[src/hdl/bank_switch_cartridge_mapper_unit_macros.svh]
// ---------------------------------------------------------------------------
// Bank switch cartridge mapper: assertion macros
// Shared concurrent assertion shorthands, clocked on clk, disabled in reset.
// ---------------------------------------------------------------------------
`ifndef BANK_SWITCH_CARTRIDGE_MAPPER_UNIT_MACROS_SVH
`define BANK_SWITCH_CARTRIDGE_MAPPER_UNIT_MACROS_SVH

// Same-cycle implication
`define BSCM_ASSERT_NOW(label, ante, cons, msg) \
  label: assert property (@(posedge clk) disable iff (rst) (ante) |-> (cons)) \
    else $error(msg);

// Next-cycle implication
`define BSCM_ASSERT_NEXT(label, ante, cons, msg) \
  label: assert property (@(posedge clk) disable iff (rst) (ante) |=> (cons)) \
    else $error(msg);

`endif

[src/hdl/bscm_pkg.sv]
// ---------------------------------------------------------------------------
// Bank switch cartridge mapper: package
// Widths, command/target/mirroring/variant codes, port decodes, control
// structs and the ROM size mask helper.
// ---------------------------------------------------------------------------
package bscm_pkg;

  // Width of the translated byte offset
  localparam int ROM_OFFSET_BITS = 21;
  typedef logic [ROM_OFFSET_BITS-1:0] offset_t;

  // Commands
  localparam logic [1:0] CMD_WRITE    = 2'd0;
  localparam logic [1:0] CMD_CPU_READ = 2'd1;
  localparam logic [1:0] CMD_PPU_READ = 2'd2;

  // Targets
  localparam logic [1:0] TGT_NONE    = 2'd0;
  localparam logic [1:0] TGT_PRG_ROM = 2'd1;
  localparam logic [1:0] TGT_PRG_RAM = 2'd2;
  localparam logic [1:0] TGT_CHR_ROM = 2'd3;

  // Mirroring modes
  localparam logic [2:0] MIR_VERTICAL     = 3'd0;
  localparam logic [2:0] MIR_HORIZONTAL   = 3'd1;
  localparam logic [2:0] MIR_SINGLE_LOWER = 3'd2;
  localparam logic [2:0] MIR_SINGLE_UPPER = 3'd3;
  localparam logic [2:0] MIR_CUSTOM       = 3'd4;

  // Board variants
  localparam logic [2:0] VAR_206 = 3'd0;
  localparam logic [2:0] VAR_76  = 3'd1;
  localparam logic [2:0] VAR_88  = 3'd2;
  localparam logic [2:0] VAR_95  = 3'd3;
  localparam logic [2:0] VAR_112 = 3'd4;
  localparam logic [2:0] VAR_154 = 3'd5;

  // Configuration register indexes
  localparam logic [1:0] CFG_VARIANT         = 2'd0;
  localparam logic [1:0] CFG_CHR_SIZE_LOG2   = 2'd1;
  localparam logic [1:0] CFG_PRG_SIZE_LOG2   = 2'd2;
  localparam logic [1:0] CFG_PRG_RAM_PRESENT = 2'd3;

  // CPU write port decode
  localparam logic [15:0] PORT_MASK   = 16'hE001;
  localparam logic [15:0] PORT_SELECT = 16'h8000;
  localparam logic [15:0] PORT_DATA   = 16'h8001;
  localparam logic [15:0] PORT_A000   = 16'hA000;
  localparam logic [15:0] PORT_C000   = 16'hC000;
  localparam logic [15:0] PORT_E000   = 16'hE000;

  // Fixed-bank distances below the end of program ROM
  localparam offset_t PRG_FIX_LOW  = offset_t'(32'h4000);
  localparam offset_t PRG_FIX_HIGH = offset_t'(32'h2000);

  // Controller to datapath
  typedef struct packed {
    logic capture;  // latch the accepted item
    logic commit;   // update state and load the result register
  } ctl_cmd_t;

  // Datapath to controller
  typedef struct packed {
    logic out_free; // result register empty or draining this cycle
  } ctl_status_t;

  // Mask of a ROM of 2**lg bytes, lg clamped to lo..ROM_OFFSET_BITS
  function automatic offset_t size_mask(input logic [4:0] lg, input logic [4:0] lo);
    logic [4:0] lg_c;
    lg_c = lg;
    if (lg_c < lo) lg_c = lo;
    if (lg_c > 5'(ROM_OFFSET_BITS)) lg_c = 5'(ROM_OFFSET_BITS);
    return ~({ROM_OFFSET_BITS{1'b1}} << lg_c);
  endfunction

endpackage

[src/hdl/bscm_if.sv]
// ---------------------------------------------------------------------------
// Bank switch cartridge mapper: channel interfaces
// Request (bus access) and response (translation) valid/ready channels.
// ---------------------------------------------------------------------------
interface bscm_req_if;
  logic        valid;
  logic        ready;
  logic [1:0]  command;
  logic [15:0] address;
  logic [7:0]  data;

  modport source (output valid, command, address, data, input ready);
  modport sink   (input valid, command, address, data, output ready);
endinterface

interface bscm_rsp_if;
  logic                                valid;
  logic                                ready;
  logic [bscm_pkg::ROM_OFFSET_BITS-1:0] rom_offset;
  logic [1:0]                          target;
  logic [2:0]                          mirror_mode;
  logic                                nt_top_select;
  logic                                nt_bottom_select;

  modport source (output valid, rom_offset, target, mirror_mode, nt_top_select,
                  nt_bottom_select, input ready);
  modport sink   (input valid, rom_offset, target, mirror_mode, nt_top_select,
                  nt_bottom_select, output ready);
endinterface

[src/hdl/bscm_ctrl.sv]
// ---------------------------------------------------------------------------
// Bank switch cartridge mapper: controller
// Two-state sequencer: take an item, then commit it once the result
// register can accept it.
// ---------------------------------------------------------------------------
module bscm_ctrl (
  input  logic                  clk,
  input  logic                  rst,
  input  logic                  in_valid,
  output logic                  in_ready,
  input  bscm_pkg::ctl_status_t status,
  output bscm_pkg::ctl_cmd_t    cmd
);
  import bscm_pkg::*;

  typedef enum logic {
    ST_IDLE,
    ST_EXEC
  } state_t;

  state_t state;

  // Commands follow the state
  always_comb begin
    cmd.capture = in_ready && in_valid;
    cmd.commit  = (state == ST_EXEC) && status.out_free;
  end

  // State and registered ready
  always_ff @(posedge clk) begin
    if (rst) begin
      state    <= ST_IDLE;
      in_ready <= 1'b1;
    end else begin
      case (state)
        ST_IDLE: begin
          if (in_valid) begin
            state    <= ST_EXEC;
            in_ready <= 1'b0;
          end
        end
        ST_EXEC: begin
          if (status.out_free) begin
            state    <= ST_IDLE;
            in_ready <= 1'b1;
          end
        end
        default: begin
          state    <= ST_IDLE;
          in_ready <= 1'b1;
        end
      endcase
    end
  end

endmodule

[src/hdl/bscm_datapath.sv]
// ---------------------------------------------------------------------------
// Bank switch cartridge mapper: datapath
// Configuration, bank registers, write decode, address translation and the
// result register.
// ---------------------------------------------------------------------------
module bscm_datapath (
  input  logic                                 clk,
  input  logic                                 rst,
  input  bscm_pkg::ctl_cmd_t                   cmd,
  output bscm_pkg::ctl_status_t                status,
  input  logic                                 cfg_we,
  input  logic [1:0]                           cfg_index,
  input  logic [4:0]                           cfg_data,
  input  logic [1:0]                           command,
  input  logic [15:0]                          address,
  input  logic [7:0]                           data,
  output logic                                 out_valid,
  input  logic                                 out_ready,
  output logic [bscm_pkg::ROM_OFFSET_BITS-1:0] rom_offset,
  output logic [1:0]                           target,
  output logic [2:0]                           mirror_mode,
  output logic                                 nt_top_select,
  output logic                                 nt_bottom_select
);
  import bscm_pkg::*;

  // Configuration
  logic [2:0] variant;
  logic [4:0] chr_size_log2;
  logic [4:0] prg_size_log2;
  logic       prg_ram_present;

  // Latched item
  logic [1:0]  it_cmd;
  logic [15:0] it_addr;
  logic [7:0]  it_data;

  // Mapper state
  logic [2:0] bank_select,   bank_select_next;
  logic [8:0] chr_bank       [6];
  logic [8:0] chr_bank_next  [6];
  logic [7:0] prg_bank       [2];
  logic [7:0] prg_bank_next  [2];
  logic [3:0] chr_upper,     chr_upper_next;
  logic [1:0] nt_select,     nt_select_next;
  logic [2:0] mirror_state,  mirror_state_next;

  logic [2:0]  v;
  logic [15:0] port;
  logic        data_wr;
  logic [2:0]  sel;
  logic [2:0]  sel_m2;

  offset_t     pm, cm, prg_base, off;
  logic [1:0]  tgt;
  logic [2:0]  chr_idx;
  logic [10:0] chr_low;
  logic [8:0]  chr_sel_bank;

  assign status.out_free = !out_valid || out_ready;

  // Unlisted variants decode as 206
  assign v       = (variant > VAR_154) ? VAR_206 : variant;
  assign port    = it_addr & PORT_MASK;
  assign data_wr = (v == VAR_112) ? (port == PORT_A000) : (port == PORT_DATA);
  assign sel     = bank_select;
  assign sel_m2  = sel - 3'd2;

  // CPU write: next register state
  always_comb begin
    bank_select_next  = bank_select;
    chr_bank_next     = chr_bank;
    prg_bank_next     = prg_bank;
    chr_upper_next    = chr_upper;
    nt_select_next    = nt_select;
    mirror_state_next = mirror_state;
    if (it_cmd == CMD_WRITE) begin
      if (port == PORT_SELECT) bank_select_next = it_data[2:0];
      if (data_wr) begin
        if (v == VAR_112) begin
          if (sel < 3'd2) begin
            prg_bank_next[sel[0]] = it_data;
          end else if (sel < 3'd4) begin
            chr_bank_next[sel_m2] = {1'b0, it_data & 8'hFE};
          end else begin
            chr_bank_next[sel_m2] = {chr_upper[sel[1:0]], it_data};
          end
        end else if (sel >= 3'd6) begin
          prg_bank_next[sel[0]] = it_data;
        end else begin
          case (v)
            VAR_76: begin
              if (sel >= 3'd2) chr_bank_next[sel] = {it_data, 1'b0};
            end
            VAR_88, VAR_154: begin
              chr_bank_next[sel] = (sel < 3'd2) ? {1'b0, it_data & 8'h3E}
                                                : {1'b0, it_data | 8'h40};
            end
            default: begin
              chr_bank_next[sel] = (sel < 3'd2) ? {1'b0, it_data & 8'hFE}
                                                : {1'b0, it_data};
              if (v == VAR_95 && sel < 3'd2) nt_select_next[sel[0]] = it_data[5];
            end
          endcase
        end
      end
      if (v == VAR_112) begin
        if (port == PORT_C000) chr_upper_next = it_data[7:4];
        if (port == PORT_E000) mirror_state_next = it_data[0] ? MIR_HORIZONTAL
                                                              : MIR_VERTICAL;
      end
      if (v == VAR_154 && it_addr[15]) begin
        mirror_state_next = it_data[6] ? MIR_SINGLE_UPPER : MIR_SINGLE_LOWER;
      end
    end
  end

  // Read translation
  always_comb begin
    pm           = size_mask(prg_size_log2, 5'd14);
    cm           = size_mask(chr_size_log2, 5'd10);
    prg_base     = '0;
    chr_idx      = '0;
    chr_low      = '0;
    chr_sel_bank = '0;
    off          = '0;
    tgt          = TGT_NONE;
    case (it_cmd)
      CMD_CPU_READ: begin
        if (it_addr[15]) begin
          if (!it_addr[14]) begin
            prg_base = offset_t'({prg_bank[it_addr[13]], 13'b0});
          end else begin
            prg_base = pm + offset_t'(1) - (it_addr[13] ? PRG_FIX_HIGH : PRG_FIX_LOW);
          end
          off = (prg_base + offset_t'(it_addr[12:0])) & pm;
          tgt = TGT_PRG_ROM;
        end else if (it_addr[14:13] == 2'b11 && v == VAR_112 && prg_ram_present) begin
          off = offset_t'(it_addr[12:0]);
          tgt = TGT_PRG_RAM;
        end
      end
      CMD_PPU_READ: begin
        if (it_addr[15:13] == 3'b000) begin
          if (v == VAR_76) begin
            chr_idx = 3'd2 + {1'b0, it_addr[12:11]};
            chr_low = it_addr[10:0];
          end else if (!it_addr[12]) begin
            chr_idx = {2'b0, it_addr[11]};
            chr_low = it_addr[10:0];
          end else begin
            chr_idx = 3'd2 + {1'b0, it_addr[11:10]};
            chr_low = {1'b0, it_addr[9:0]};
          end
          chr_sel_bank = chr_bank[chr_idx];
          off = (offset_t'({chr_sel_bank, 10'b0}) + offset_t'(chr_low)) & cm;
          tgt = TGT_CHR_ROM;
        end
      end
      default: begin
        off = '0;
        tgt = TGT_NONE;
      end
    endcase
  end

  // Configuration, state and result valid
  always_ff @(posedge clk) begin
    if (rst) begin
      variant         <= VAR_206;
      chr_size_log2   <= 5'd17;
      prg_size_log2   <= 5'd17;
      prg_ram_present <= 1'b0;
      bank_select     <= '0;
      chr_bank        <= '{default: '0};
      prg_bank        <= '{default: '0};
      chr_upper       <= '0;
      nt_select       <= '0;
      mirror_state    <= MIR_VERTICAL;
      out_valid       <= 1'b0;
    end else begin
      if (cfg_we) begin
        case (cfg_index)
          CFG_VARIANT:         variant         <= cfg_data[2:0];
          CFG_CHR_SIZE_LOG2:   chr_size_log2   <= cfg_data;
          CFG_PRG_SIZE_LOG2:   prg_size_log2   <= cfg_data;
          CFG_PRG_RAM_PRESENT: prg_ram_present <= cfg_data[0];
          default:             variant         <= variant;
        endcase
      end
      if (cmd.commit) begin
        bank_select  <= bank_select_next;
        chr_bank     <= chr_bank_next;
        prg_bank     <= prg_bank_next;
        chr_upper    <= chr_upper_next;
        nt_select    <= nt_select_next;
        mirror_state <= mirror_state_next;
        out_valid    <= 1'b1;
      end else if (out_ready) begin
        out_valid    <= 1'b0;
      end
    end
  end

  // Item and result payload
  always_ff @(posedge clk) begin
    if (cmd.capture) begin
      it_cmd  <= command;
      it_addr <= address;
      it_data <= data;
    end
    if (cmd.commit) begin
      rom_offset       <= off;
      target           <= tgt;
      mirror_mode      <= (v == VAR_95) ? MIR_CUSTOM : mirror_state_next;
      nt_top_select    <= nt_select_next[0];
      nt_bottom_select <= nt_select_next[1];
    end
  end

endmodule

[src/hdl/bank_switch_cartridge_mapper_unit.sv]
// ---------------------------------------------------------------------------
// Bank switch cartridge mapper unit
// 206-family bank mapper: CPU writes load bank registers, CPU/PPU reads are
// translated to a ROM or RAM byte offset.
// ---------------------------------------------------------------------------
//  channel   | dir | payload
//  request   | in  | command, address, data
//  response  | out | rom_offset, target, mirror_mode, nt_top/bottom_select
//  cfg       | in  | cfg_we, cfg_index, cfg_data (write only)
//
// Each item is latched in ST_IDLE, then decoded and translated in ST_EXEC,
// which commits state and loads the result register.
// A waiting result does not block the next item from being latched; the
// commit stalls only while the result register is full and not taken.
// Reset is synchronous and restores the configuration and all bank state.
// ---------------------------------------------------------------------------
module bank_switch_cartridge_mapper_unit (
  input  logic       clk,
  input  logic       rst,
  bscm_req_if.sink   request,
  bscm_rsp_if.source response,
  input  logic       cfg_we,
  input  logic [1:0] cfg_index,
  input  logic [4:0] cfg_data
);
  import bscm_pkg::*;

  ctl_cmd_t    ctl_cmd;
  ctl_status_t ctl_status;

  bscm_ctrl u_ctrl (
    .clk      (clk),
    .rst      (rst),
    .in_valid (request.valid),
    .in_ready (request.ready),
    .status   (ctl_status),
    .cmd      (ctl_cmd)
  );

  bscm_datapath u_dp (
    .clk              (clk),
    .rst              (rst),
    .cmd              (ctl_cmd),
    .status           (ctl_status),
    .cfg_we           (cfg_we),
    .cfg_index        (cfg_index),
    .cfg_data         (cfg_data),
    .command          (request.command),
    .address          (request.address),
    .data             (request.data),
    .out_valid        (response.valid),
    .out_ready        (response.ready),
    .rom_offset       (response.rom_offset),
    .target           (response.target),
    .mirror_mode      (response.mirror_mode),
    .nt_top_select    (response.nt_top_select),
    .nt_bottom_select (response.nt_bottom_select)
  );

  `include "bank_switch_cartridge_mapper_unit_macros.svh"

  // One item in flight: no new item right after one is latched
  `BSCM_ASSERT_NEXT(a_one_in_flight, request.valid && request.ready, !request.ready, "item latched while busy")

  // A commit always leaves a result waiting
  `BSCM_ASSERT_NEXT(a_commit_loads, ctl_cmd.commit, response.valid, "commit lost result")

  // Unmapped results carry a zero offset
  `BSCM_ASSERT_NOW(a_none_zero, response.valid && response.target == TGT_NONE, response.rom_offset == '0, "unmapped offset not zero")

  // Program RAM offsets stay inside the 8 KB window
  `BSCM_ASSERT_NOW(a_ram_window, response.valid && response.target == TGT_PRG_RAM, response.rom_offset[ROM_OFFSET_BITS-1:13] == '0, "RAM offset beyond 8 KB")

endmodule

[src/flat_wrapper.sv]
// flat-port wrapper written by rule: the top's interface ports become plain ports
module bank_switch_cartridge_mapper_unit_flat import bscm_pkg::*;
  (clk, rst, cfg_we, cfg_index, cfg_data, request_valid, request_command, request_address, request_data, request_ready, response_valid, response_rom_offset, response_target, response_mirror_mode, response_nt_top_select, response_nt_bottom_select, response_ready);
  bscm_req_if request_i ();
  bscm_rsp_if response_i ();
  input  logic clk;
  input  logic rst;
  input  logic cfg_we;
  input  logic [1:0] cfg_index;
  input  logic [4:0] cfg_data;
  input wire logic [$bits(request_i.valid)-1:0] request_valid;
  input wire logic [$bits(request_i.command)-1:0] request_command;
  input wire logic [$bits(request_i.address)-1:0] request_address;
  input wire logic [$bits(request_i.data)-1:0] request_data;
  output wire logic [$bits(request_i.ready)-1:0] request_ready;
  output wire logic [$bits(response_i.valid)-1:0] response_valid;
  output wire logic [$bits(response_i.rom_offset)-1:0] response_rom_offset;
  output wire logic [$bits(response_i.target)-1:0] response_target;
  output wire logic [$bits(response_i.mirror_mode)-1:0] response_mirror_mode;
  output wire logic [$bits(response_i.nt_top_select)-1:0] response_nt_top_select;
  output wire logic [$bits(response_i.nt_bottom_select)-1:0] response_nt_bottom_select;
  input wire logic [$bits(response_i.ready)-1:0] response_ready;
  assign request_i.valid = request_valid;
  assign request_i.command = request_command;
  assign request_i.address = request_address;
  assign request_i.data = request_data;
  assign request_ready = request_i.ready;
  assign response_valid = response_i.valid;
  assign response_rom_offset = response_i.rom_offset;
  assign response_target = response_i.target;
  assign response_mirror_mode = response_i.mirror_mode;
  assign response_nt_top_select = response_i.nt_top_select;
  assign response_nt_bottom_select = response_i.nt_bottom_select;
  assign response_i.ready = response_ready;
  bank_switch_cartridge_mapper_unit u_core (.clk(clk), .rst(rst), .request(request_i), .response(response_i), .cfg_we(cfg_we), .cfg_index(cfg_index), .cfg_data(cfg_data));
endmodule
[config.mk]
export PLATFORM = sky130hd
export DESIGN_NAME = bank_switch_cartridge_mapper_unit_flat
export DESIGN_NICKNAME = d
export VERILOG_FILES = /design/src/hdl/bscm_pkg.sv /design/src/hdl/bscm_if.sv /design/src/hdl/bscm_ctrl.sv /design/src/hdl/bscm_datapath.sv /design/src/hdl/bank_switch_cartridge_mapper_unit.sv /design/src/flat_wrapper.sv
export VERILOG_INCLUDE_DIRS = /design/src /design/src/hdl
export SDC_FILE = /design/constraint.sdc
export NUM_CORES = 1
export LEC_CHECK = 0
export BUFFER_PORTS_ARGS = -buffer_cell sky130_fd_sc_hd__clkbuf_2
export CORE_AREA = 2 2 131 133
export CTS_CLUSTER_SIZE = 14
export DETAILED_ROUTE_END_ITERATION = 12
export DIE_AREA = 0 0 133 135
export GPL_TIMING_DRIVEN = 0
export PLACE_DENSITY = 0.78
export SLEW_MARGIN = 20
export SYNTH_ARGS = -nofsm -noshare
export SYNTH_HDL_FRONTEND = slang
export SYNTH_SLANG_ARGS = --single-unit
[constraint.sdc]
create_clock -name clk -period 4.19 [get_ports clk]
set_input_delay 0.6285 -clock clk [delete_from_list [all_inputs] [get_ports clk]]
set_output_delay 0.6285 -clock clk [all_outputs]
set_load 0.01 [all_outputs]
## Word level (Yosys, flattened, before mapping)

Index checks and enable logic that the tools add are counted.

- Reduce and logical (&&, ||, !) cells: 28
- $add $sub $neg: 7
- Shift-type cells: 2
- Equality and inequality tests: 22
- Muxes and demuxes: 80
- Bitwise logic cells: 10
- Magnitude comparators: 20

Operators by type and width:

| cell | number |
|---|---|
| 54-bit bitwise mux | 5 |
| 54-bit 2-to-1 mux | 5 |
| 54-bit case mux with 2 select lines | 1 |
| 21-bit 2-to-1 mux | 5 |
| 9-bit demux with 3-bit select | 2 |
| 16-bit 2-to-1 mux | 3 |
| 11-bit 2-to-1 mux | 4 |
| 21-bit inverter | 2 |
| 21-bit case mux with 2 select lines | 1 |
| 21-bit by 5-bit << shifter with 21-bit output, first input constant | 2 |
| 8-bit 2-to-1 mux | 5 |
| 9-bit 2-to-1 mux | 4 |
| 9-bit binary-select mux with 3-bit select | 1 |
| 3-bit 2-to-1 mux | 9 |
| 21-bit by 1-bit adder with 21-bit output, second input constant | 1 |
| 21-bit by 13-bit adder with 21-bit output | 1 |
| 20-bit by 21-bit bitwise AND with 21-bit output | 1 |
| 21-bit bitwise AND | 1 |
| 21-bit by 15-bit subtractor with 21-bit output | 1 |
| 19-bit by 11-bit adder with 20-bit output | 1 |
| 4-bit == test, second input constant | 5 |
| 5-bit 2-to-1 mux | 4 |
| 2-bit 2-to-1 mux | 9 |
| 16-bit bitwise mux | 1 |
| other kinds (49) | 95 |

- Output and inout port bits: 30
- Logic and storage cells: 196
- Bits of input ports: 38
- Register bits: 153

## Longest topological paths before layout

Gate-level depths: netlist of run 1.

- Depth after elaboration: 15
- Depth in mapped cells: 16
- Mapped depth without buffers: 16

## By module

A second synthesis of run 1 with hierarchy kept.

- Cells, all modules: 1162
- Area, all modules: 9838.2 µm²

By module, submodules not included:

| module | cells an instance | instances | area each (µm²) |
|---|---|---|---|
| bscm_datapath | 1154 | 1 | 9758.1 |
| bscm_ctrl | 8 | 1 | 80.1 |

## Worst setup path after synthesis of run 1

OpenSTA, ideal clock, no wires.

- Path kind: register to register
- From: register u_core.u_dp.variant[2]
- To: register u_core.u_dp.rom_offset[18] (netlist name), data pin
- Setup time: 0.176 ns
- Cell stages (with the launch flop): 12
- Arrival time: 2.944 ns
- Setup slack: 1.070 ns
- Path buffers: 1
- Path through: dfxtp_1 > or3b_4 > mux2i_4 > buf_6 > mux2_2 > mux4_2 > ha_1 > ha_1 > nand2_1 > nor3_1 > xor2_1 > o32ai_1

- Longest elaborated chain between the ends: 14
- Elaborated cells between the ends (all ways): 17

Ends and longest elaborated chain:

| element | line | source |
|---|---|---|
| start: declaration | bscm_datapath.sv:28 | `logic [2:0] variant;` |
| start signal: assignment | bscm_datapath.sv:184 | `CFG_VARIANT: variant <= cfg_data[2:0];` |
| start signal: assignment | bscm_datapath.sv:188 | `default: variant <= variant;` |
| 3-bit greater-than comparator | bscm_datapath.sv:63 | `assign v = (variant > VAR_154) ? VAR_206 : variant;` |
| 3-bit 2-to-1 mux * | bscm_datapath.sv:63 |  |
| 3-bit by 1-bit == test with 1-bit output * | bscm_datapath.sv:145 | `if (v == VAR_76) begin` |
| 3-bit 2-to-1 mux | bscm_datapath.sv:145 |  |
| 3-bit 2-to-1 mux | bscm_datapath.sv:144 | `if (it_addr[15:13] == 3'b000) begin` |
| 3-bit 2-to-1 mux | bscm_datapath.sv:128 | `case (it_cmd)` |
| 3-bit inverter with 4-bit output (implied by the code) | bscm_datapath.sv:155 | `chr_sel_bank = chr_bank[chr_idx];` |
| 9-bit binary-select mux with 3-bit select | bscm_datapath.sv:155 |  |
| 9-bit 2-to-1 mux (implied by the code) (2 in a row) | bscm_datapath.sv:155 |  |
| 19-bit by 11-bit adder with 20-bit output * | bscm_datapath.sv:156 | `off = (offset_t'({chr_sel_bank, 10'b0}) + offset_t'(chr_low)) & cm;` |
| 20-bit by 21-bit bitwise AND with 21-bit output * | bscm_datapath.sv:156 |  |
| 21-bit 2-to-1 mux * | bscm_datapath.sv:144 |  |
| 21-bit case mux with 2 select lines * | bscm_datapath.sv:128 |  |
| end signal: assignment | bscm_datapath.sv:213 | `rom_offset <= off;` |
| end: declaration | bscm_datapath.sv:19 | `output logic [bscm_pkg::ROM_OFFSET_BITS-1:0] rom_offset,` |

Mark *: on every way between the ends. The rest lies on a longest branch, timed or not. The select of a mux whose other input is x is not followed.
A chain may end at the register's enable or synchronous reset.

## Worst setup path in the final report of run 1

- From: register u_core.u_dp.it_addr[12]
- To: register u_core.u_dp.rom_offset[18] (netlist name), data pin

- Longest elaborated chain between the ends: 12
- Elaborated cells between the ends (all ways): 20

Ends and longest elaborated chain:

| element | line | source |
|---|---|---|
| start: declaration | bscm_datapath.sv:35 | `logic [15:0] it_addr;` |
| start signal: assignment | bscm_datapath.sv:209 | `it_addr <= address;` |
| 2-bit by 2-bit adder with 3-bit output / 3-bit 2-to-1 mux (equally long branches) | bscm_datapath.sv:146, bscm_datapath.sv:148 |  |
| 3-bit 2-to-1 mux | bscm_datapath.sv:145 |  |
| 3-bit 2-to-1 mux | bscm_datapath.sv:144 |  |
| 3-bit 2-to-1 mux | bscm_datapath.sv:128 |  |
| 3-bit inverter with 4-bit output (implied by the code) | bscm_datapath.sv:155 |  |
| 9-bit binary-select mux with 3-bit select | bscm_datapath.sv:155 |  |
| 9-bit 2-to-1 mux (implied by the code) (2 in a row) | bscm_datapath.sv:155 |  |
| 19-bit by 11-bit adder with 20-bit output | bscm_datapath.sv:156 |  |
| 20-bit by 21-bit bitwise AND with 21-bit output | bscm_datapath.sv:156 |  |
| 21-bit 2-to-1 mux | bscm_datapath.sv:144 |  |
| 21-bit case mux with 2 select lines * | bscm_datapath.sv:128 |  |

Marked as above.

==> flow_summary.ini, run 1 <==
[sta]
setup_viol = 0
worst_pin_slew_ns = 1.21
setup_tns_ns = 0
post-route-period-util_pct = 88.9
fin_crit_ns = 3.73
final-hold-violation-count = 0
finalClockSkew_ns = 0.0141
fmax_ghz = 0.268
slew_headroom_pct = 18.6
rsz0062_at_grt = no
drv_slew = 0

[routing]
drt_first_pass_iters = 8
drt-wirelength-per-cell_um = 19.6
drt-initial-drc-count = 1306
vias_per_cell = 6.39
drt_wl_total_um = 29200
ant_nets = 0
vias = 9520
drc = 0

[cts]
cts_tree = done
post_cts_buffers = 0
cts.clk_slew.worst_paths_ns = 0.06
cts_root_buffer = clkbuf_16
cts.sinks = 153
ctsResizeCount = 0
hold_buffers = 0
cts_max_path_buffers = 2
numCtsBuffers = 17
clock_latency_ns = 0.44
cts_htree_levels = 4

[critical_path]
regToRegStartpoint = u_core.u_dp.it_addr[12]
crit_type = register to register
end_kind = register
reg2reg_slack_ns = 0.46
reg2reg_depth = 12
cp_slowest_cell = buf_1
cpMostUsedCell = ha_1
crit_family = multiplexers
required_ns = 4.41
cp_cell_sequence = buf_1, nand2b_1, mux2i_4, buf_6, mux2_2, mux4_2, ha_1, ha_1, nand2_1, nor3_1, xor2_1, o32ai_1
reg2reg_to = u_core.u_dp.rom_offset[18]
cp_max_fo = 10
cp-start-kind = register
cp_num_buf_inv = 2
cp_data_arrival_time_ns = 3.95
slowest_delay_ns = 0.49

[synthesis]
synth-edff-count = 54
synth.avg_cell_area_um2 = 8.55
postSynthCellCount = 1144
ys_dominant_reg_cell = dfxtp_1
synth-seq-area-share_pct = 36.8
synth.top_cell.area_share_pct = 20.3
synth_top_area_cell = dfxtp_1
ys_async_sr_fraction_pct = 0
yosys_warnings = 0
syn_area_mm2 = 0.00978
synth_cell_types = 83
synth_seq_cells = 153
synthTopCellsByArea = dfxtp_1 20%, edfxtp_1 17%, nor2_1 6.3%

[cells_and_area]
regArea_mm2 = 0.00360
fin_nets = 1333
multi_input_area_mm2 = 0.00590
most-common-layout-cells = 165 x nor2_1, 99 x dfxtp_1, 89 x a21oi_1
area_growth_pct = 12.9
layout-drive-gt1-share_pct = 11.9
mostFrequentLayoutCell = nor2_1
fill_cells = 1387
antenna_cells = 0

[global_route]
grt_pass1_wl_um = 45900
antenna_found_initial = 0
grt_pass1_vias = 8579
grt_max_degree = 34
gr-total-overflow = 0
grt_usage_pct = 33.0

[power]
p_total_uw = 3740
leakagePower_uw = 0.00425
powerDensity_mw_per_mm2 = 339
ir_drop_v = 0.000289

[die]
die_area_mm2 = 0.0180
core_mm2 = 0.0164
dieHeight_um = 135
std_cell_rows = 47
die_x_um = 133
start_util_pct = 59.6
io_pins = 68

[min_path]
hold_start = request_data[6]
min_to = u_core.u_dp.it_data[6]
hp-class = input port to register
worstHoldPathCells = 1

[placement]
dp_hpwl_um = 21600
io_buffers = 66
gp_congestion = 1.01

[job]
max_cap_viol_count = 0

[status]
status = finished, final reports clean
-- metrics by stage --
step,worst slack [ns],util (%),hold WS (ns),instances,cell area [um^2]
after floorplan,1.07,-,0.421,1170,9880
after global placement,0.587,63.9,0.438,1456,10500
after detailed placement,0.587,63.9,0.444,1456,10500
after CTS,0.511,67.3,0.359,1488,11000
after global routing,0.354,67.3,0.355,1489,11000
final,0.465,67.3,0.361,1489,11000
-- report_power, final --
group | switching, uW | total [uW] | internal, uW | leakage (uW)
logic | 422 | 672 | 250 | 0.00266
clock network | 639 | 1460 | 818 | 0.000266
registers | 27.5 | 1620 | 1590 | 0.00132
total | 1090 | 3740 | 2660 | 0.00425
-- worst max path at each step --
stage | cells after the start | endpoint | slack (ns) | from
global placement | 11 | u_core.u_dp.rom_offset[12] | 0.59 | u_core.u_dp.it_addr[12]
floorplan | 11 | u_core.u_dp.rom_offset[18] | 1.07 | u_core.u_dp.variant[2]
detailed placement | 12 | u_core.u_dp.rom_offset[18] | 0.59 | u_core.u_dp.it_addr[12]
CTS | 12 | u_core.u_dp.rom_offset[18] | 0.51 | u_core.u_dp.it_addr[12]
finish | 12 | u_core.u_dp.rom_offset[18] | 0.46 | u_core.u_dp.it_addr[12]
global route | 12 | u_core.u_dp.rom_offset[18] | 0.35 | u_core.u_dp.it_addr[12]
-- registers in the layout, summed over array words and instances, names as in the netlist, 4 cells and up --
name / flops
u_core.u_dp.chr_bank: 54
u_core.u_dp.chr_size_log2: 5
u_core.u_dp.chr_upper: 4
u_core.u_dp.it_addr: 16
u_core.u_dp.it_data: 8
u_core.u_dp.prg_bank: 16
u_core.u_dp.prg_size_log2: 5
u_core.u_dp.rom_offset: 21
-- area by class of cell --
cell class,instances,share of cell area (%)
multi-input combinational,920,53.4
sequential,153,32.6
clock buffer,18,3.89
timing repair buffer,67,3.06
buffer,78,2.82
tap,220,2.49
clock inverter,14,1.08
inverter,19,0.646
-- kinds of logic (layout without fill, tap and decap cells) --
group                      after synthesis  after routing  share of synthesized area, %
muxes                                   67             67                          7.58
adders and majority gates               39             39                          5.06
AOI/OAI and AO/OA                      350            350                          23.9
DFF                                    153            153                          36.8
buffers and inverters                   97            196                          3.91
and+or+nand+nor                        405            405                          19.8
xor gates and xnor gates                31             31                          2.78
other                                    2             28                        0.0768
-- routing by layer --
layer | GRT usage (%) | part of all wire, %
met1 | 47.6 | 43
met2 | 49.1 | 42
met3 | 7.51 | 12
met4 | 10.6 | 3.0
met5 | 0 | 0
-- cell usage after synthesis (all sizes together), types with 10 or more instances --
| master | count |
|---|---|
| buf | 14 |
| nor2 | 167 |
| nand3 | 23 |
| and2 | 14 |
| a22oi | 17 |
| o21ai | 62 |
| nand2b | 12 |
| edfxtp | 54 |
| nand2 | 86 |
| inv | 19 |
| dfxtp | 99 |
| a21boi | 12 |
| a311oi | 10 |
| o22ai | 12 |
| or3 | 10 |
| a31oi | 15 |
| nor3 | 22 |
| a21o | 14 |
| mux2i | 56 |
| nor2b | 17 |
| a211oi | 51 |
| ha | 38 |
| xor2 | 14 |
| a21oi | 90 |
| xnor2 | 17 |
| clkbuf | 64 |
(Power assumes the default switching activity.)
==> run 2: changes to the inputs <==
CORE_AREA = 2 2 136 138   (was 2 2 131 133)
DIE_AREA = 0 0 138 140   (was 0 0 133 135)
PLACE_DENSITY = 0.76   (was 0.78)
clock period = 3.36 ns   (was 4.19 ns; I/O delays follow)
==> flow_summary.ini, run 2 (synthesis results as in run 1) <==
[cells_and_area]
reg_top3 = u_core.u_dp.chr_bank (54), u_core.u_dp.rom_offset (21)
antenna_cells = 0
fin_nets = 1333
fill_cells = 1564
area_growth_pct = 13.7
most-common-layout-cells = 165 x nor2_1, 98 x dfxtp_1, 89 x a21oi_1
layout-drive-gt1-share_pct = 12.9
fin_area_mm2 = 0.0111
largest_reg_flops = 54
regArea_mm2 = 0.00360
regMostFlops = u_core.u_dp.chr_bank
multi_input_area_mm2 = 0.00592
mostFrequentLayoutCell = nor2_1
final_cells = 1498

[cts]
cts_root_buffer = clkbuf_16
cts_tree = done
cts_max_path_buffers = 2
cts_htree_levels = 4
cts.clk_slew.worst_paths_ns = 0.07
numCtsBuffers = 17
cts.sinks = 153
clock_latency_ns = 0.43

[sta]
finalWorstSetupSlack_ns = 0.0796
final-hold-violation-count = 0
worst_pin_slew_ns = 1.17
rsz0062_at_grt = yes
setup_viol = 0
fin_crit_ns = 3.28
slew_headroom_pct = 21.9
finalClockSkew_ns = 0.0103
fmax_ghz = 0.305
hold_ws_ns = 0.248
drv_slew = 0
post-route-period-util_pct = 97.6

[critical_path]
cp_cell_sequence = or3b_4, mux2i_4, buf_8, mux2_2, mux4_2, ha_1, ha_1, a32o_1, a31oi_1, nor2b_1
required_ns = 3.53
cp_data_arrival_time_ns = 3.45
cpMostUsedCell = ha_1
end_kind = register
crit_family = multiplexers
slowest_delay_ns = 0.47
cp_slowest_cell = mux4_2
cp-start-kind = register
cp_max_fo = 10
crit_type = register to register
cp_num_buf_inv = 1

[routing]
ant_nets = 0
vias_per_cell = 6.39
vias = 9577
drc = 0
drt-wirelength-per-cell_um = 20.2
drt-initial-drc-count = 1168
drt_first_pass_iters = 5
drt_wl_total_um = 30200

[placement]
dp_slack_ns = -0.343
dp.cells = 1465
io_buffers = 66
dp_hpwl_um = 22300
postPlaceCellArea_mm2 = 0.0105
gp_congestion = 1.07

[global_route]
grt_usage_pct = 30.7
grt_max_degree = 34
grt_pass1_wl_um = 47200
antenna_found_initial = 0
gr-total-overflow = 0
grt_pass1_vias = 8788

[die]
die_x_um = 138
start_util_pct = 55.0
core_mm2 = 0.0178
std_cell_rows = 49
io_pins = 68
die_area_mm2 = 0.0193
dieHeight_um = 140

[status]
status = finished, final reports clean

[power]
ir_drop_v = 0.000362
leakagePower_uw = 0.00427
p_total_uw = 4760
powerDensity_mw_per_mm2 = 428

[min_path]
hp-class = input port to register

[job]
max_cap_viol_count = 0
run 2: changes by cell type in the layout (fill, tap and decap cells not counted), sizes merged:
cell / previous run / this run
buf: 14 / 16
clkbuf: 149 / 148
clkinvlp: 3 / 5
inv: 25 / 22
run 2: per-layer routing:
metal / vias to the layer above / global-route usage, % / share of wire [%]
met1: 4504 / 42.0 / 42
met5: - / 0 / 0
met2: 557 / 48.3 / 45
met4: 0 / 12.0 / 3.5
li1: 4430 / - / -
met3: 86 / 5.71 / 9.5
run 2: cell type report:
cell class / count / area share, %
plain buffers: 77 / 2.89
clock buffers: 19 / 4.07
clock inverters: 13 / 1.07
inverters: 19 / 0.641
multi-input cells: 920 / 53.2
flip-flops and latches: 153 / 32.4
well taps: 229 / 2.58
repair buffers: 68 / 3.10
run 2: stage by stage:
stage | TNS, ns | util, %
6_report | 0 | 62.6
5_1_grt | -0.00273 | 62.6
4_1_cts | 0 | 62.5
3_5_place_dp | -1.49 | 59.1
3_3_place_gp | -1.24 | 59.0
2_1_floorplan | 0 | -
run 2: repair_timing:
| action | in CTS | in global routing |
|---|---|---|
| setup endpoints to repair | 8 | 12 |
| hold buffers | 0 | 0 |
| endpoints found under the hold margin | 0 | 0 |
| setup buffers | 2 | 0 |
| pin swaps | 1 | 2 |
| gates resized for setup | 7 | 8 |
run 2: power by group:
| part | internal [uW] | switching [uW] |
|---|---|---|
| Combinational | 319 | 548 |
| Sequential | 1980 | 36.9 |
| Clock | 1060 | 811 |
| Total | 3360 | 1400 |
run 2: final timing paths:
path | cells after the start | from | endpoint | slack (ns)
max | 10 | u_core.u_dp.variant[2] | u_core.u_dp.rom_offset[11] | 0.08
max reg2reg | 10 | u_core.u_dp.variant[2] | u_core.u_dp.rom_offset[11] | 0.08
min | 1 | request_address[6] | u_core.u_dp.it_addr[6] | 0.25
min reg2reg | 2 | u_core.u_dp.mirror_state[2] | u_core.u_dp.mirror_state[2] | 0.46
==> run 3: changes to the inputs <==
SETUP_SLACK_MARGIN = 0.4   (was unset)
==> flow_summary.ini, run 3 (synthesis results as in run 1) <==
[status]
status = finished, final reports clean

[critical_path]
crit_type = register to register
cp_cell_sequence = or3b_4, mux2i_4, buf_8, mux2_4, mux4_2, ha_4, ha_4, nand2_2, nor3_1, xor2_1, o32ai_2
cp_max_fo = 4
cp_num_buf_inv = 1
cp-start-kind = register
crit_family = multiplexers
cpMostUsedCell = ha_4
cp_slowest_cell = mux4_2
end_kind = register
cp_data_arrival_time_ns = 3.35
required_ns = 3.61
slowest_delay_ns = 0.54

[cells_and_area]
fin_area_mm2 = 0.0116
regMostFlops = u_core.u_dp.chr_bank
fin_nets = 1354
fill_cells = 1485
post-route-util_pct = 65.2
reg_top3 = u_core.u_dp.chr_bank (54), u_core.u_dp.rom_offset (21)
largest_reg_flops = 54
antenna_cells = 0
most-common-layout-cells = 164 x nor2_1, 97 x dfxtp_1, 84 x nand2_1
area_growth_pct = 18.6
layout-drive-gt1-share_pct = 17.2
mostFrequentLayoutCell = nor2_1

[min_path]
hp-class = input port to register

[routing]
drt-initial-drc-count = 1375
drc = 0
drt_wl_total_um = 30900
vias_per_cell = 6.43
drt_first_pass_iters = 6
vias = 9765
ant_nets = 0
drt-wirelength-per-cell_um = 20.4

[sta]
setup_viol = 0
slew_headroom_pct = 27.6
hold_ws_ns = 0.236
finalClockSkew_ns = 0.00767
final-hold-violation-count = 0
fin_crit_ns = 3.11
fmax_ghz = 0.322
worst_pin_slew_ns = 1.08
drv_slew = 0
rsz0062_at_grt = yes
setup_tns_ns = 0
post-route-period-util_pct = 92.5

[die]
io_pins = 68
core_mm2 = 0.0178
start_util_pct = 55.0
die_area_mm2 = 0.0193
dieHeight_um = 140
std_cell_rows = 49
die_x_um = 138

[placement]
dp_hpwl_um = 22100
gp_congestion = 1.02
postPlaceCellArea_mm2 = 0.0105
io_buffers = 66

[global_route]
grt_busiest_layer = met2
grt_util_met1_pct = 40.4
gr-total-overflow = 0
grt_use_met3_pct = 5.61
grt_usage_pct = 30.9
grtUsageMet2_pct = 50.4
grt_pass1_vias = 8941
antenna_found_initial = 0
grt_max_degree = 34
grt_pass1_wl_um = 47600

[cts]
numCtsBuffers = 17
cts_root_buffer = clkbuf_16
cts_htree_levels = 4
cts_tree = done
cts.sinks = 153
cts_max_path_buffers = 2
clock_latency_ns = 0.44
cts.clk_slew.worst_paths_ns = 0.06

[power]
leakagePower_uw = 0.00446
p_total_uw = 5000
ir_drop_v = 0.000392
powerDensity_mw_per_mm2 = 431

[job]
max_cap_viol_count = 0
-- run 3: repair_timing --
item / CTS / global route
hold buffers: 0 / 0
gates resized for setup: 26 / 47
buffers inserted: 6 / 16
setup endpoints to repair: 35 / 70
gates cloned: 0 / 0
pin swaps: 8 / 15
-- run 3: worst register-to-register path: cells and delay by family (launching register included) --
kind,cells,cell delay (ns)
multiplexers,3,1.06
XOR/XNOR,1,0.19
AO/OA/AOI/OAI,1,0.26
buffers and inverters,1,0.15
adder cells (fa/ha/maj),2,0.36
flip-flops,1,0.34
AND/OR/NAND/NOR,3,0.57
-- run 3: metrics by stage --
stage          setup WS [ns]  cells
2_1_floorplan          0.385   1170
3_3_place_gp          -0.138   1465
3_5_place_dp          -0.137   1465
4_1_cts                0.210   1503
5_1_grt                0.191   1519
6_report               0.252   1519
-- run 3: worst paths after layout --
check / from / endpoint / slack [ns] / depth (start not counted)
setup reg to reg: u_core.u_dp.variant[2] / u_core.u_dp.rom_offset[18] / 0.25 / 11
hold / removal: request_data[0] / u_core.u_dp.it_data[0] / 0.24 / 1
hold reg to reg: u_core.u_dp.mirror_state[2] / u_core.u_dp.mirror_state[2] / 0.45 / 2
setup / recovery: u_core.u_dp.variant[2] / u_core.u_dp.rom_offset[18] / 0.25 / 11
-- run 3: layout make-up --
class	count	area, um^2	area share, %
inverter	19	71.3	0.615
tap	229	287	2.47
clock inverter	14	195	1.68
buffer	78	355	3.06
timing repair buffer	88	495	4.27
clock buffer	18	429	3.70
sequential	153	3610	31.1
multi-input combinational	920	6160	53.1
-- run 3: layer usage --
layer  part of all wire, %  wire length, um
met2                    46            14300
met4                   4.2             1290
met3                    10             3120
met5                     0                0
met1                    40            12200
-- run 3: where the power goes --
| part | internal [uW] | switching (uW) | leakage, uW |
|---|---|---|---|
| combinational | 347 | 565 | 0.00285 |
| sequential | 1980 | 37.0 | 0.00132 |
| clock | 1250 | 820 | 0.000292 |
| total | 3570 | 1420 | 0.00446 |
